--- config.mk ---
export PLATFORM = sky130hd
export DESIGN_NAME = signed_integer_to_radix_text_core
export DESIGN_NICKNAME = d
export VERILOG_FILES = /design/src/hdl/sirt_pkg.sv /design/src/hdl/sirt_table.sv /design/src/hdl/sirt_front.sv /design/src/hdl/sirt_back.sv /design/src/hdl/signed_integer_to_radix_text_core.sv
export SDC_FILE = /design/constraint.sdc
export NUM_CORES = 1
export LEC_CHECK = 0
export BUFFER_PORTS_ARGS = -buffer_cell sky130_fd_sc_hd__buf_4
export CORE_MARGIN = 5
export CORE_UTILIZATION = 38
export CTS_BUF_LIST = sky130_fd_sc_hd__clkbuf_8 sky130_fd_sc_hd__clkbuf_16
export DETAILED_ROUTE_END_ITERATION = 7
export MAX_ROUTING_LAYER = met4
export REMOVE_ABC_BUFFERS = 1
export SETUP_SLACK_MARGIN = 0.15
export SYNTH_ARGS = -nofsm -noshare
export SYNTH_HDL_FRONTEND = slang
export SYNTH_SLANG_ARGS = --single-unit
--- constraint.sdc ---
create_clock -name clock -period 7.7 [get_ports clock]
set_input_delay 0.385 -clock clock [delete_from_list [all_inputs] [get_ports clock]]
set_output_delay 0.385 -clock clock [all_outputs]
set_load 0.1 [all_outputs]
--- src/hdl/sirt_pkg.sv ---
package sirt_pkg;

   // Symbol table geometry
   localparam int MAX_SYMBOLS = 32;
   localparam int SYM_W       = 8;
   localparam int TABLE_W     = MAX_SYMBOLS * SYM_W;
   localparam int DIGIT_W     = $clog2(MAX_SYMBOLS);
   localparam int COUNT_W     = 6;

   // Value and digit bookkeeping
   localparam int VALUE_W     = 32;
   localparam int BIT_CNT_W   = $clog2(VALUE_W);
   localparam int DIG_CNT_W   = $clog2(VALUE_W + 1);

   // Item queue between front and back; the output queue has the same depth
   localparam int QUEUE_DEPTH = 2;
   localparam int QPTR_W      = $clog2(QUEUE_DEPTH);
   localparam int QCNT_W      = $clog2(QUEUE_DEPTH + 1);

   // Configuration port
   localparam int CSR_IDX_W   = 3;
   localparam int CSR_DATA_W  = 64;

   localparam logic [CSR_IDX_W-1:0] REG_SYMBOL_COUNT     = 3'd0;
   localparam logic [CSR_IDX_W-1:0] REG_SYMBOLS_LOW      = 3'd1;
   localparam logic [CSR_IDX_W-1:0] REG_SYMBOLS_MID_LOW  = 3'd2;
   localparam logic [CSR_IDX_W-1:0] REG_SYMBOLS_MID_HIGH = 3'd3;
   localparam logic [CSR_IDX_W-1:0] REG_SYMBOLS_HIGH     = 3'd4;

   localparam logic [SYM_W-1:0] MINUS_BYTE = 8'h2D;
   localparam logic [SYM_W-1:0] PLUS_BYTE  = 8'h2B;

   // One classified value: sign and magnitude
   typedef struct packed {
      logic               neg;
      logic [VALUE_W-1:0] mag;
   } item_type;

   // Checked symbol table; radix is zero when the table is unusable
   typedef struct packed {
      logic [COUNT_W-1:0] radix;
      logic [TABLE_W-1:0] symbols;
   } table_type;

endpackage

--- src/hdl/sirt_table.sv ---
module sirt_table import sirt_pkg::*; (
   input  logic                  clock,
   input  logic                  reset,
   input  logic                  csr_valid,
   output logic                  csr_ready,
   input  logic [CSR_IDX_W-1:0]  csr_index,
   input  logic [CSR_DATA_W-1:0] csr_data,
   output logic                  busy,
   output table_type             tbl
);

   logic [COUNT_W-1:0] count_ff, count_in;
   logic [TABLE_W-1:0] symbols_ff, symbols_in;
   logic               busy_ff, busy_in;
   logic [DIGIT_W-1:0] idx_ff, idx_in;
   logic               bad_ff, bad_in;
   logic [COUNT_W-1:0] radix_ff, radix_in;

   logic               csr_write;
   logic [COUNT_W-1:0] used;
   logic [SYM_W-1:0]   cur;
   logic               in_range;
   logic               dup;
   logic               bad_now;

   assign csr_ready = 1'b1;
   assign csr_write = csr_valid & csr_ready;

   // Clamp the count to the table size
   assign used = (count_ff > COUNT_W'(MAX_SYMBOLS)) ? COUNT_W'(MAX_SYMBOLS) : count_ff;

   // Check one symbol per cycle, while no register write arrives, against the sign bytes and all later used symbols
   assign cur      = symbols_ff[{idx_ff, 3'b000} +: SYM_W];
   assign in_range = {1'b0, idx_ff} < used;

   always_comb begin
      dup = 1'b0;
      for (int j = 0; j < MAX_SYMBOLS; j++) begin
         if ((COUNT_W'(j) > {1'b0, idx_ff}) && (COUNT_W'(j) < used) &&
             (symbols_ff[j*SYM_W +: SYM_W] == cur)) begin
            dup = 1'b1;
         end
      end
   end

   assign bad_now = bad_ff |
                    (in_range & ((cur == PLUS_BYTE) | (cur == MINUS_BYTE) | dup));

   // Register writes restart the sweep
   always_comb begin
      count_in   = count_ff;
      symbols_in = symbols_ff;
      busy_in    = busy_ff;
      idx_in     = idx_ff;
      bad_in     = bad_ff;
      radix_in   = radix_ff;
      if (csr_write) begin
         busy_in = 1'b1;
         idx_in  = '0;
         bad_in  = 1'b0;
         case (csr_index)
            REG_SYMBOL_COUNT:     count_in = csr_data[COUNT_W-1:0];
            REG_SYMBOLS_LOW:      symbols_in[0*CSR_DATA_W +: CSR_DATA_W] = csr_data;
            REG_SYMBOLS_MID_LOW:  symbols_in[1*CSR_DATA_W +: CSR_DATA_W] = csr_data;
            REG_SYMBOLS_MID_HIGH: symbols_in[2*CSR_DATA_W +: CSR_DATA_W] = csr_data;
            REG_SYMBOLS_HIGH:     symbols_in[3*CSR_DATA_W +: CSR_DATA_W] = csr_data;
            default:              busy_in = 1'b1;
         endcase
      end else if (busy_ff) begin
         bad_in = bad_now;
         idx_in = idx_ff + 1'b1;
         if (idx_ff == DIGIT_W'(MAX_SYMBOLS - 1)) begin
            busy_in  = 1'b0;
            radix_in = ((used < COUNT_W'(2)) || bad_now) ? '0 : used;
         end
      end
   end

   always_ff @(posedge clock) begin
      if (reset) begin
         count_ff   <= '0;
         symbols_ff <= '0;
         busy_ff    <= 1'b0;
         idx_ff     <= '0;
         bad_ff     <= 1'b0;
         radix_ff   <= '0;
      end else begin
         count_ff   <= count_in;
         symbols_ff <= symbols_in;
         busy_ff    <= busy_in;
         idx_ff     <= idx_in;
         bad_ff     <= bad_in;
         radix_ff   <= radix_in;
      end
   end

   assign busy        = busy_ff;
   assign tbl.radix   = radix_ff;
   assign tbl.symbols = symbols_ff;

endmodule

--- src/hdl/sirt_front.sv ---
module sirt_front import sirt_pkg::*; (
   input  logic                      clock,
   input  logic                      reset,
   input  logic                      push,
   output logic                      full,
   input  logic signed [VALUE_W-1:0] req_value,
   input  logic                      table_busy,
   output logic                      item_valid,
   input  logic                      item_ready,
   output item_type                  item
);

   item_type            queue_ff [QUEUE_DEPTH];
   logic [QPTR_W-1:0]   wr_ptr_ff, wr_ptr_in;
   logic [QPTR_W-1:0]   rd_ptr_ff, rd_ptr_in;
   logic [QCNT_W-1:0]   cnt_ff, cnt_in;

   logic                enq;
   logic                deq;
   logic [VALUE_W-1:0]  raw;
   item_type            classified;

   // Hold off input while the queue is full or the table is being checked
   assign full = (cnt_ff == QCNT_W'(QUEUE_DEPTH)) | table_busy;
   assign enq  = push & ~full;

   assign item_valid = (cnt_ff != '0);
   assign deq        = item_valid & item_ready;
   assign item       = queue_ff[rd_ptr_ff];

   // Split into sign and magnitude; the most negative value maps to 2^31
   assign raw            = $unsigned(req_value);
   assign classified.neg = raw[VALUE_W-1];
   assign classified.mag = raw[VALUE_W-1] ? (VALUE_W'(0) - raw) : raw;

   // Advance pointers and count
   always_comb begin
      wr_ptr_in = enq ? wr_ptr_ff + 1'b1 : wr_ptr_ff;
      rd_ptr_in = deq ? rd_ptr_ff + 1'b1 : rd_ptr_ff;
      case ({enq, deq})
         2'b10:   cnt_in = cnt_ff + 1'b1;
         2'b01:   cnt_in = cnt_ff - 1'b1;
         default: cnt_in = cnt_ff;
      endcase
   end

   always_ff @(posedge clock) begin
      if (reset) begin
         wr_ptr_ff <= '0;
         rd_ptr_ff <= '0;
         cnt_ff    <= '0;
      end else begin
         wr_ptr_ff <= wr_ptr_in;
         rd_ptr_ff <= rd_ptr_in;
         cnt_ff    <= cnt_in;
      end
   end

   always_ff @(posedge clock) begin
      if (enq) begin
         queue_ff[wr_ptr_ff] <= classified;
      end
   end

endmodule

--- src/hdl/sirt_back.sv ---
module sirt_back import sirt_pkg::*; (
   input  logic             clock,
   input  logic             reset,
   input  logic             item_valid,
   output logic             item_ready,
   input  item_type         item,
   input  table_type        tbl,
   output logic             empty,
   input  logic             pop,
   output logic [SYM_W-1:0] rsp_text_byte,
   output logic             rsp_last
);

   typedef enum logic [3:0] {
      ST_IDLE = 4'b0001,
      ST_SIGN = 4'b0010,
      ST_DIV  = 4'b0100,
      ST_EMIT = 4'b1000
   } state_type;

   typedef struct packed {
      logic [SYM_W-1:0] text_byte;
      logic             last;
   } word_type;

   state_type            state_ff, state_in;
   logic [COUNT_W-1:0]   radix_ff, radix_in;
   logic [VALUE_W-1:0]   quo_ff, quo_in;
   logic [DIGIT_W-1:0]   rem_ff, rem_in;
   logic [BIT_CNT_W-1:0] bit_cnt_ff, bit_cnt_in;
   logic [DIG_CNT_W-1:0] dig_cnt_ff, dig_cnt_in;
   logic [DIGIT_W-1:0]   stack_ff [VALUE_W];
   word_type             ofifo_ff [QUEUE_DEPTH];
   logic [QPTR_W-1:0]    owr_ff, owr_in;
   logic [QPTR_W-1:0]    ord_ff, ord_in;
   logic [QCNT_W-1:0]    ocnt_ff, ocnt_in;

   logic [COUNT_W-1:0]   trial;
   logic                 ge;
   logic [DIGIT_W-1:0]   rem_next;
   logic [VALUE_W-1:0]   quo_next;
   logic                 stack_we;
   logic [DIGIT_W-1:0]   top_idx;
   logic [DIGIT_W-1:0]   top_digit;
   logic [SYM_W-1:0]     top_sym;
   logic                 out_full;
   logic                 out_push;
   logic                 out_pop;
   word_type             out_data;

   // One restoring divide step: bring in the next dividend bit
   assign trial    = {rem_ff, quo_ff[VALUE_W-1]};
   assign ge       = (trial >= radix_ff);
   assign rem_next = ge ? DIGIT_W'(trial - radix_ff) : trial[DIGIT_W-1:0];
   assign quo_next = {quo_ff[VALUE_W-2:0], ge};

   // Most significant digit sits on top of the stack
   assign top_idx   = DIGIT_W'(dig_cnt_ff - 1'b1);
   assign top_digit = stack_ff[top_idx];
   assign top_sym   = tbl.symbols[{top_digit, 3'b000} +: SYM_W];

   assign out_full = (ocnt_ff == QCNT_W'(QUEUE_DEPTH));
   assign empty    = (ocnt_ff == '0);
   assign out_pop  = pop & ~empty;

   // Sequencer: sign, digit extraction, digit emission
   always_comb begin
      state_in   = state_ff;
      radix_in   = radix_ff;
      quo_in     = quo_ff;
      rem_in     = rem_ff;
      bit_cnt_in = bit_cnt_ff;
      dig_cnt_in = dig_cnt_ff;
      item_ready = 1'b0;
      stack_we   = 1'b0;
      out_push   = 1'b0;
      out_data   = '0;
      case (state_ff)
         ST_IDLE: begin
            item_ready = 1'b1;
            if (item_valid) begin
               radix_in   = tbl.radix;
               quo_in     = item.mag;
               rem_in     = '0;
               bit_cnt_in = '0;
               dig_cnt_in = '0;
               if (item.neg) begin
                  state_in = ST_SIGN;
               end else if (tbl.radix != '0) begin
                  state_in = ST_DIV;
               end
            end
         end
         ST_SIGN: begin
            if (!out_full) begin
               out_push           = 1'b1;
               out_data.text_byte = MINUS_BYTE;
               out_data.last      = (radix_ff == '0);
               state_in           = (radix_ff == '0) ? ST_IDLE : ST_DIV;
            end
         end
         ST_DIV: begin
            quo_in     = quo_next;
            rem_in     = rem_next;
            bit_cnt_in = bit_cnt_ff + 1'b1;
            if (bit_cnt_ff == BIT_CNT_W'(VALUE_W - 1)) begin
               stack_we   = 1'b1;
               dig_cnt_in = dig_cnt_ff + 1'b1;
               rem_in     = '0;
               if (quo_next == '0) begin
                  state_in = ST_EMIT;
               end
            end
         end
         ST_EMIT: begin
            if (!out_full) begin
               out_push           = 1'b1;
               out_data.text_byte = top_sym;
               out_data.last      = (dig_cnt_ff == DIG_CNT_W'(1));
               dig_cnt_in         = dig_cnt_ff - 1'b1;
               if (dig_cnt_ff == DIG_CNT_W'(1)) begin
                  state_in = ST_IDLE;
               end
            end
         end
         default: begin
            state_in = ST_IDLE;
         end
      endcase
   end

   // Output queue pointers and count
   always_comb begin
      owr_in = out_push ? owr_ff + 1'b1 : owr_ff;
      ord_in = out_pop ? ord_ff + 1'b1 : ord_ff;
      case ({out_push, out_pop})
         2'b10:   ocnt_in = ocnt_ff + 1'b1;
         2'b01:   ocnt_in = ocnt_ff - 1'b1;
         default: ocnt_in = ocnt_ff;
      endcase
   end

   always_ff @(posedge clock) begin
      if (reset) begin
         state_ff   <= ST_IDLE;
         radix_ff   <= '0;
         bit_cnt_ff <= '0;
         dig_cnt_ff <= '0;
         owr_ff     <= '0;
         ord_ff     <= '0;
         ocnt_ff    <= '0;
      end else begin
         state_ff   <= state_in;
         radix_ff   <= radix_in;
         bit_cnt_ff <= bit_cnt_in;
         dig_cnt_ff <= dig_cnt_in;
         owr_ff     <= owr_in;
         ord_ff     <= ord_in;
         ocnt_ff    <= ocnt_in;
      end
   end

   // Datapath and storage
   always_ff @(posedge clock) begin
      quo_ff <= quo_in;
      rem_ff <= rem_in;
      if (stack_we) begin
         stack_ff[dig_cnt_ff[DIGIT_W-1:0]] <= rem_next;
      end
      if (out_push) begin
         ofifo_ff[owr_ff] <= out_data;
      end
   end

   assign rsp_text_byte = ofifo_ff[ord_ff].text_byte;
   assign rsp_last      = ofifo_ff[ord_ff].last;

`ifndef SYNTHESIS
   a_no_out_overflow: assert property (@(posedge clock) disable iff (reset)
      out_push |-> !out_full)
      else $error("output word pushed into a full queue");

   a_div_radix: assert property (@(posedge clock) disable iff (reset)
      (state_ff == ST_DIV) |-> (radix_ff >= COUNT_W'(2)))
      else $error("dividing with a radix below two");

   a_emit_count: assert property (@(posedge clock) disable iff (reset)
      (state_ff == ST_EMIT) |-> (dig_cnt_ff != '0) && (dig_cnt_ff <= DIG_CNT_W'(VALUE_W)))
      else $error("digit stack count out of range while emitting");

   a_last_done: assert property (@(posedge clock) disable iff (reset)
      (state_ff == ST_EMIT && out_push && dig_cnt_ff == DIG_CNT_W'(1)) |=>
      (state_ff == ST_IDLE))
      else $error("sequencer did not return to idle after the final digit");
`endif

endmodule

--- src/hdl/signed_integer_to_radix_text_core.sv ---
// Flow: a taken value waits in the front queue; the back end takes it when idle, emits a minus sign
// first if it is negative, then, with a usable table, divides out the digits bit-serially and emits
// them most significant first, one digit per cycle while the output queue has room. A new value
// enters the back end only after the last word of the previous one is queued.
// Reset: synchronous, active high; the radix clears to zero, giving an unusable table (no digits).
// After each register write all 32 table slots are checked in a sweep; full stays high meanwhile.
module signed_integer_to_radix_text_core import sirt_pkg::*; (
   input  logic                      clock,
   input  logic                      reset,
   input  logic                      push,
   output logic                      full,
   input  logic signed [VALUE_W-1:0] req_value,
   output logic                      empty,
   input  logic                      pop,
   output logic [SYM_W-1:0]          rsp_text_byte,
   output logic                      rsp_last,
   input  logic                      csr_valid,
   output logic                      csr_ready,
   input  logic [CSR_IDX_W-1:0]      csr_index,
   input  logic [CSR_DATA_W-1:0]     csr_data
);

   table_type tbl;
   logic      table_busy;
   logic      item_valid;
   logic      item_ready;
   item_type  item;

   // Register file and table check
   sirt_table u_table (
      .clock     (clock),
      .reset     (reset),
      .csr_valid (csr_valid),
      .csr_ready (csr_ready),
      .csr_index (csr_index),
      .csr_data  (csr_data),
      .busy      (table_busy),
      .tbl       (tbl)
   );

   // Accept and classify
   sirt_front u_front (
      .clock      (clock),
      .reset      (reset),
      .push       (push),
      .full       (full),
      .req_value  (req_value),
      .table_busy (table_busy),
      .item_valid (item_valid),
      .item_ready (item_ready),
      .item       (item)
   );

   // Convert and emit text
   sirt_back u_back (
      .clock         (clock),
      .reset         (reset),
      .item_valid    (item_valid),
      .item_ready    (item_ready),
      .item          (item),
      .tbl           (tbl),
      .empty         (empty),
      .pop           (pop),
      .rsp_text_byte (rsp_text_byte),
      .rsp_last      (rsp_last)
   );

endmodule

==> flow_summary.toml <==
[setup_path]
critPathLaunchType = "register"
crit_path_end_kind = "register"
criticalPathCategory = "reg2reg"
rrSetupSlack_ns = 2.20
cp_max_fo = 23
cp.arrival_ns = 6.01
crit_required_ns = 8.21

[yosys]
ys_warn_count = 0
netlist_area_um2 = 31900
synth-edff-count = 281
yosysTopAreaCell = "edfxtp_1"
ys_seq_area_share_pct = 45.7
yosysUniqueCellTypes = 90
synth-async-reset-ratio_pct = 0
netlist_top_cells_count = "634 x nand2_1, 363 x a21oi_1, 306 x dfxtp_1"
ys_ff_latch = 587
syn_avg_cell_area_um2 = 9.71
ys.flop_type = "dfxtp_1"
synth.most_common_cell = "nand2_1"
syn_inst = 3285
synthTopCellsByArea = "edfxtp_1 26%, dfxtp_1 19%, mux2i_1 7.9%, nand2_1 7.5%, a21oi_1 5.7%"
yosysTopAreaCellShare_pct = 26.5

[global_routing]
grt_pass1_vias = 23500
grt_antenna_before_repair = 2
use_met3_pct = 3.16
grt_overflow_total = 0
use_met2_pct = 35.8
grtUsageTotal_pct = 24.1
met1_usage_pct = 35.0
grt_max_degree = 150
grt_pass1_wl_um = 161000
grt_most_used_layer = "met2"

[pwr]
ir_drop_mv = 0.383
powerDensity_nw_per_um2 = 281
finalPower_w = 0.0100
power.leakage_nw = 12.3

[clock_network]
insertion_delay_ns = 0.64
cts_buffers = 66
cts_root_buf = "clkbuf_16"
cts_num_sinks = 587
h-tree-depth = 3
clock_path_buffers = 3
cts-resized-gates = 0
cts_tree = "yes"
clk_pin_slew_ns = 0.06

[routing]
wl_per_cell_um = 24.7
dr.pass1.iters = 5
vias = 25500
wl_um = 109000
ant_nets = 0
drt_iter0_drc = 2724
vias_per_cell = 5.77
route.detailed.drc = 0

[status]
status = "finished clean"

[timing]
setup_ws_ns = 2.20
max_freq_mhz = 182
rsz0062_at_grt = "no"
finalHoldWorstSlack_ns = 0.0246
period_needed_ns = 5.50
tightest_slew_ns = 1.29
hold_viol = 0
fin_skew_ns = 0.0352
setup_viol = 0
slew_violations = 0
relSlewSlack_pct = 14.1
post-route-period-util_pct = 71.4

[final_layout]
area_growth_pct = 12.0
drive_above_1_share_pct = 12.1
final_area_um2 = 35700
nets = 3423
num-fill-cells = 8097

[placement]
gp_congestion = 1.09
post-place-ws_ns = 2.36
dpl_cell_area_um2 = 33400
hpwl_um = 78300
port_buffers = 114

[floorplan]
core_um2 = 83400
die_y_um = 300
die_w_um = 300
num_rows = 106
initial_core_util_pct = 38.2
dieArea_um2 = 89800
boundaryPins = 116

[run]
cap_violations = 0

[hold_path]
worstHoldPathType = "in2reg"
## sequential cells by signal, indices dropped and copies added, names as in the netlist, 6 cells and up, named ones only
register / flops
u_table.symbols_ff: 256
u_back.stack_ff: 160
u_front.queue_ff: 66
u_back.quo_ff: 32
u_back.ofifo_ff: 18
u_back.dig_cnt_ff: 6
u_back.radix_ff: 6
u_table.count_ff: 6
u_table.radix_ff: 6
## report_power, final
part	total [W]	switching, W	internal, W
registers	0.00389	0.000154	0.00374
logic	0.00294	0.00193	0.00102
clock network	0.00320	0.00137	0.00183
## per-layer routing
layer / vias up / wire (µm)
li1: 11800 / -
met1: 12500 / 50100
met2: 1005 / 48200
met3: 174 / 7690
met4: 0 / 3250
met5: - / 0
## through the flow
| stage | util (%) | setup TNS (ns) | instances |
|---|---|---|---|
| 3_5_place_dp | 40.1 | 0 | 4298 |
| 5_1_grt | 42.8 | 0 | 4426 |
| 6_report | 42.8 | 0 | 4427 |
| 3_3_place_gp | 40.1 | 0 | 4298 |
| 4_1_cts | 42.8 | 0 | 4426 |
| 2_1_floorplan | - | -43.40 | 3055 |
## worst paths after layout
kind | start | to | cells after the start
max | u_table.idx_ff[1]$_SDFFE_PP0P_ | u_table.radix_ff[5]$_SDFFE_PP0P_ | 14
min | csr_data[27] | u_table.symbols_ff[155]$_SDFFE_PP0P_ | 3
max reg2reg | u_table.idx_ff[1]$_SDFFE_PP0P_ | u_table.radix_ff[5]$_SDFFE_PP0P_ | 14
min reg2reg | u_back.radix_ff[4]$_SDFFE_PP0P_ | u_back.radix_ff[4]$_SDFFE_PP0P_ | 2
## cell type report
type	count	area, µm²	area share, %
Multi-Input combinational cell	2441	16100	45.1
Sequential cell	587	14600	40.8
Clock buffer	75	1790	5.00
Timing Repair Buffer	171	1360	3.81
Clock inverter	45	439	1.23
Antenna cell	1	2.50	0.00700
Tap cell	1080	1350	3.78
Inverter	27	101	0.284
## worst max-delay path: stages (launching register included)
cell and delay (ns):
dfxtp_1 0.77, nand2b_1 0.78, buf_4 0.32, o22ai_1 0.10, o21ai_1 0.15, nand4_2 0.84
buf_4 0.53, xor2_1 0.16, a2111oi_0 0.71, buf_4 0.24, nand4_1 0.08, nand4_1 0.15
nor4_1 0.11, and3_4 0.19, a32o_1 0.23
## cells in the final DEF, fill, tap and decap left out, types with 24 or more instances in the layout
cell type	instances
o21ai_1	38
o21ai_0	79
nor4_1	26
nand3_1	32
buf_4	158
edfxtp_1	281
xor2_1	165
xnor2_1	96
dfxtp_1	302
nand2_1	633
a211oi_1	89
ha_1	24
nor2b_1	67
inv_1	36
nor2_1	124
o22ai_1	53
mux2i_1	249
nor3_1	34
clkbuf_16	67
nand4_1	40
mux4_2	50
a21oi_1	359
## cells by family after synthesis
family	Yosys count	synth area share (%)
adders and majority gates	25	1.00
DFF	587	45.7
xor gates and xnor gates	264	7.35
muxes	331	12.6
AOI/OAI and AO/OA	729	13.7
buffers and inverters	257	4.11
and+or+nand+nor	1091	15.6
other	1	0.0118
## what timing repair did
action / CTS / global route
hold buffers: 8 / 0
endpoints found under the hold margin: 19 / 0
setup buffers: 0 / 0
Power figures use the tool's default switching activity.
